<file path="src/design/icfg_pkg.sv">
// Shared types and constants of the canvas fit geometry unit.
`default_nettype none
package icfg_pkg;

  localparam int DIM_BITS = 16;
  localparam int PROD_BITS = 2 * DIM_BITS;
  localparam int DIV_STEPS = 4;
  localparam int DIV_STAGES = PROD_BITS / DIV_STEPS;
  localparam int DIV_LAT = DIV_STAGES + 1;

  localparam int IN_TDATA_BITS = 40;
  localparam int OUT_TDATA_BITS = 104;
  localparam int CFG_ADDR_BITS = 4;

  typedef logic [DIM_BITS-1:0] dim_t;
  typedef logic [PROD_BITS-1:0] prod_t;

  localparam logic [1:0] REG_CANVAS_WIDTH = 2'd0;
  localparam logic [1:0] REG_CANVAS_HEIGHT = 2'd1;
  localparam logic [1:0] REG_CANVAS_FORMAT = 2'd2;

  localparam logic [1:0] FMT_MONO = 2'd0;
  localparam logic [1:0] FMT_420 = 2'd1;
  localparam logic [1:0] FMT_422 = 2'd2;
  localparam logic [1:0] FMT_444 = 2'd3;

  localparam logic [2:0] SIT_LEFT = 3'd0;
  localparam logic [2:0] SIT_CENTER = 3'd1;
  localparam logic [2:0] SIT_TOPLEFT = 3'd2;
  localparam logic [2:0] SIT_TOP = 3'd3;
  localparam logic [2:0] SIT_BOTTOMLEFT = 3'd4;
  localparam logic [2:0] SIT_BOTTOM = 3'd5;
  localparam logic [2:0] SIT_RSVD_A = 3'd6;
  localparam logic [2:0] SIT_RSVD_B = 3'd7;

  typedef enum logic [1:0] {
    BR_FIT,
    BR_KEEP_W,
    BR_KEEP_H,
    BR_DIV
  } branch_t;

  // Sideband beside the aspect dividers
  typedef struct packed {
    logic    err;
    logic    trans;
    logic    hflip;
    logic [2:0] osit;
    dim_t    tw;
    dim_t    th;
    branch_t br;
    logic    ux2;
    logic    uy2;
  } aspect_sb_t;

  // Sideband beside the scaling dividers
  typedef struct packed {
    logic err;
    logic trans;
    logic hflip;
    logic [2:0] osit;
    dim_t cropx;
    dim_t cropy;
    dim_t cropw;
    dim_t croph;
    logic fits;
  } crop_sb_t;

endpackage
`default_nettype wire

</file>
<file path="src/design/icfg_div.sv">
// Pipelined restoring divider, product width by dimension width.
`default_nettype none
module icfg_div (
  input  wire logic                  clk,
  input  wire logic                  en,
  input  wire icfg_pkg::prod_t       dividend,
  input  wire icfg_pkg::dim_t        divisor,
  output logic [icfg_pkg::PROD_BITS-1:0] quotient
);
  import icfg_pkg::*;

  dim_t  rem_r [DIV_STAGES];
  prod_t num_r [DIV_STAGES+1];
  dim_t  den_r [DIV_STAGES];
  dim_t  rem_nxt [DIV_STAGES];
  prod_t num_nxt [DIV_STAGES];

  always_comb begin
    logic [DIM_BITS:0] part;
    dim_t  rem_v;
    prod_t num_v;
    part = '0;
    for (int s = 0; s < DIV_STAGES; s++) begin
      rem_v = rem_r[s];
      num_v = num_r[s];
      for (int j = 0; j < DIV_STEPS; j++) begin
        part = {rem_v, num_v[PROD_BITS-1]};
        num_v = {num_v[PROD_BITS-2:0], 1'b0};
        if (part >= {1'b0, den_r[s]}) begin
          part = part - {1'b0, den_r[s]};
          num_v[0] = 1'b1;
        end
        rem_v = part[DIM_BITS-1:0];
      end
      rem_nxt[s] = rem_v;
      num_nxt[s] = num_v;
    end
  end

  always_ff @(posedge clk) begin
    if (en) begin
      rem_r[0] <= '0;
      num_r[0] <= dividend;
      den_r[0] <= divisor;
      for (int s = 0; s < DIV_STAGES - 1; s++) begin
        rem_r[s+1] <= rem_nxt[s];
        den_r[s+1] <= den_r[s];
      end
      for (int s = 0; s < DIV_STAGES; s++) num_r[s+1] <= num_nxt[s];
    end
  end

  assign quotient = num_r[DIV_STAGES];

endmodule
`default_nettype wire
</file>
<file path="config.mk">
export PLATFORM = sky130hd
export DESIGN_NAME = icfg_div
export DESIGN_NICKNAME = d
export VERILOG_FILES = /design/src/design/icfg_pkg.sv /design/src/design/icfg_div.sv
export SDC_FILE = /design/constraint.sdc
export NUM_CORES = 2
export LEC_CHECK = 0
export BUFFER_PORTS_ARGS = -buffer_cell sky130_fd_sc_hd__buf_2
export CAP_MARGIN = 20
export CORE_UTILIZATION = 30
export DETAILED_ROUTE_END_ITERATION = 7
export PLACE_DENSITY_LB_ADDON = 0.3
export SETUP_SLACK_MARGIN = 0.1
export SYNTH_ARGS = -nofsm -noshare
export SYNTH_HDL_FRONTEND = slang
export SYNTH_SLANG_ARGS = --single-unit
</file>
<file path="constraint.sdc">
create_clock -name clk -period 11.18 [get_ports clk]
set_input_delay 1.677 -clock clk [delete_from_list [all_inputs] [get_ports clk]]
set_output_delay 1.677 -clock clk [all_outputs]
set_load 0.02 [all_outputs]
</file>
==> flow_summary.json <==
{
  "die_x_um": 386,
  "io_buffers": 81,
  "hold_viol": 0,
  "grt_pass1_vias": 33000,
  "design.core.area_sq_um": 146000,
  "cts_tree": "yes",
  "synth_top_area_frac": 0.358,
  "grt_pass1_wl_mm": 185,
  "die_h_um": 386,
  "ys_ff_latch": 528,
  "area_delta_synth_final_pct": 13.2,
  "clock-sinks": 528,
  "hold_depth": 0,
  "fin_setup_tns_ps": 0,
  "initial_utilization": 0.303,
  "finalSetupViolCount": 0,
  "yosysWarningCount": 0,
  "reg2reg_from": "den_r[0][33]$_DFFE_PP_",
  "ios": 82,
  "maxCapViolCount": 0,
  "endpoint_kind": "flip-flop",
  "final_cell_mix": "528 x edfxtp_1, 498 x ha_1, 352 x a21oi_1",
  "avgRoutedWirePerCell_um": 18.0,
  "hold_path_class": "flip-flop to flip-flop",
  "drcViolationCount": 0,
  "max_clock_freq_mhz": 95.7,
  "clk_path_buf_depth": 3,
  "dp_hpwl_mm": 94.9,
  "cts_max_level": 3,
  "dr.first_iter.drc_count": 2061,
  "overflow": 0,
  "worstPathArrival_ps": 10860,
  "grt_start_max_net_pins": 168,
  "skew_ps": 35.1,
  "r2r_end": "rem_r[0][62]$_DFFE_PP_",
  "cp_slowest_stage_delay_ps": 490,
  "final_nets": 5234,
  "syn-cell-area_sq_um": 44300,
  "clk_pin_slew_ps": 60,
  "tightest_slew_ps": 1010,
  "cts_root_buffer": "clkbuf_16",
  "slew_violations": 0,
  "postSynth.asyncResetShare": 0,
  "layout-drive-gt1-share": 0.133,
  "synth_enable_flop_cells": 528,
  "startpoint_type": "flip-flop",
  "run_status": "finished clean",
  "numCtsBuffers": 70,
  "cpMaxStageDelayCell": "edfxtp_1",
  "synth_flop_cell": "edfxtp_1",
  "antenna_found_initial": 4,
  "avgViaCountPerCell": 5.17,
  "routed-via-count": 34200,
  "worstHoldStart": "num_r[0][206]$_DFFE_PP_",
  "final_common_cell": "edfxtp_1",
  "rsz0062_at_grt": "true",
  "critical_path_class": "flip-flop to flip-flop",
  "insertion_delay_ps": 670,
  "critPathMaxFanout": 14,
  "die_area_sq_um": 149000,
  "synthTopCellsByArea": "edfxtp_1 36%, ha_1 14%, xnor2_1 4.9%",
  "whs_endpoint": "num_r[0][242]$_DFFE_PP_",
  "required_ps": 11590,
  "postRouteAntennaNets": 0,
  "grt_util_all_layers": 0.157,
  "r2r_setup_slack_ps": 730,
  "gp_congestion": 0.901,
  "routed_wl_mm": 120,
  "synth_area_leader_cell": "edfxtp_1",
  "ys_seq_area_frac": 0.358,
  "path_common_cell": "ha_1",
  "fillCellCount": 14900,
  "maxSlewHeadroom": 0.328,
  "finalCriticalPeriod_ps": 10450,
  "syn_inst": 4466,
  "firstDrtPassIters": 5,
  "synth_cell_types": 104,
  "syn-num-nets": 5044,
  "hold_buffers": 0,
  "min_period_over_period": 0.935,
  "reg2regPathDepth": 41,
  "rows": 140,
  "synth_area_per_cell_sq_um": 9.91
}
==> synthesized netlist by cell type, types with 40 or more instances <==
library cell	count
xor2_1	106
nor3_1	93
nand4_1	81
nor2b_1	90
o21ai_0	235
nor2_1	297
nand2b_1	62
o21bai_1	40
edfxtp_1	528
nand2_1	260
ha_1	498
mux2_2	174
a21oi_1	358
nand3_1	72
a21o_1	144
o21a_1	80
mux2i_1	64
inv_1	325
xnor2_1	247
==> through the flow <==
stage / cells / hold WS [ps] / util / cell area [sq um] / setup slack, ps
after CTS: 6603 / 400 / 0.340 / 49700 / 182
after global placement: 6477 / 401 / 0.324 / 47400 / 141
after detailed placement: 6477 / 405 / 0.324 / 47400 / 234
final: 6628 / 406 / 0.343 / 50100 / 727
after floorplan: 4466 / 400 / - / 44300 / 699
after global routing: 6627 / 414 / 0.343 / 50100 / 22.3
==> worst max-delay path: cells and delay by family (launching register included) <==
family	cells	cell delay [ps]
buffers and inverters	5	840
and+or+nand+nor	5	1250
xor gates and xnor gates	1	80
muxes	4	1180
DFF	1	490
adders and majority gates	4	1400
AOI/OAI and AO/OA	22	4970
==> worst max-delay path by stage <==
stage                                       from                     end  slack (ps)  cells past startpoint
after global placement    den_r[0][33]$_DFFE_PP_  rem_r[0][62]$_DFFE_PP_         140                     42
final                     den_r[0][33]$_DFFE_PP_  rem_r[0][62]$_DFFE_PP_         730                     41
after floorplan           den_r[0][17]$_DFFE_PP_  rem_r[0][45]$_DFFE_PP_         700                     46
after global routing      den_r[0][27]$_DFFE_PP_  rem_r[0][43]$_DFFE_PP_          20                     46
after detailed placement  den_r[0][33]$_DFFE_PP_  rem_r[0][59]$_DFFE_PP_         230                     40
after CTS                 den_r[0][33]$_DFFE_PP_  rem_r[0][59]$_DFFE_PP_         180                     42
==> kinds of logic (layout without fill, tap and decap cells) <==
family                   count (synthesis)  in the layout  synth area share
flip-flops                             528            528             0.358
adder cells (fa/ha/maj)                528            528             0.154
XOR/XNOR                               353            353            0.0699
other                                    0              1                 0
multiplexers                           255            255            0.0647
buffers and inverters                  435            679            0.0413
AO/OA/AOI/OAI                         1221           1221             0.182
AND/OR/NAND/NOR                       1146           1146             0.129
==> timing repair <==
| item | 4_1_cts | 5_1_grt |
|---|---|---|
| endpoints found under the hold margin | 0 | 0 |
| gates resized for setup | 0 | 50 |
| endpoints found under the setup margin | 0 | 103 |
| setup buffers | 0 | 24 |
==> final cells by class <==
type	instances	area (sq um)	share of cell area
clock buffer	81	1810	0.0362
antenna	1	2.50	0.0000500
multi-input combinational	3503	26700	0.534
timing repair buffer	221	1510	0.0301
inverter	332	1260	0.0253
clock inverter	45	514	0.0103
tap	1917	2400	0.0479
sequential	528	15900	0.316
==> registers in the layout, summed over array words and instances (netlist names) <==
signal	flops
rem_r	112
den_r	128
num_r	288
==> routing by layer <==
layer,vias to the layer above,global-route usage,wire length [um]
met2,741,0.262,55500
met3,190,0.0249,5190
li1,17100,-,-
met1,16200,0.206,54700
met5,-,0,29
met4,6,0.0559,4200
Power is left out: the tool's default activity adds up to more than one toggle a clock period on the data nets, which glitch-free logic cannot reach.
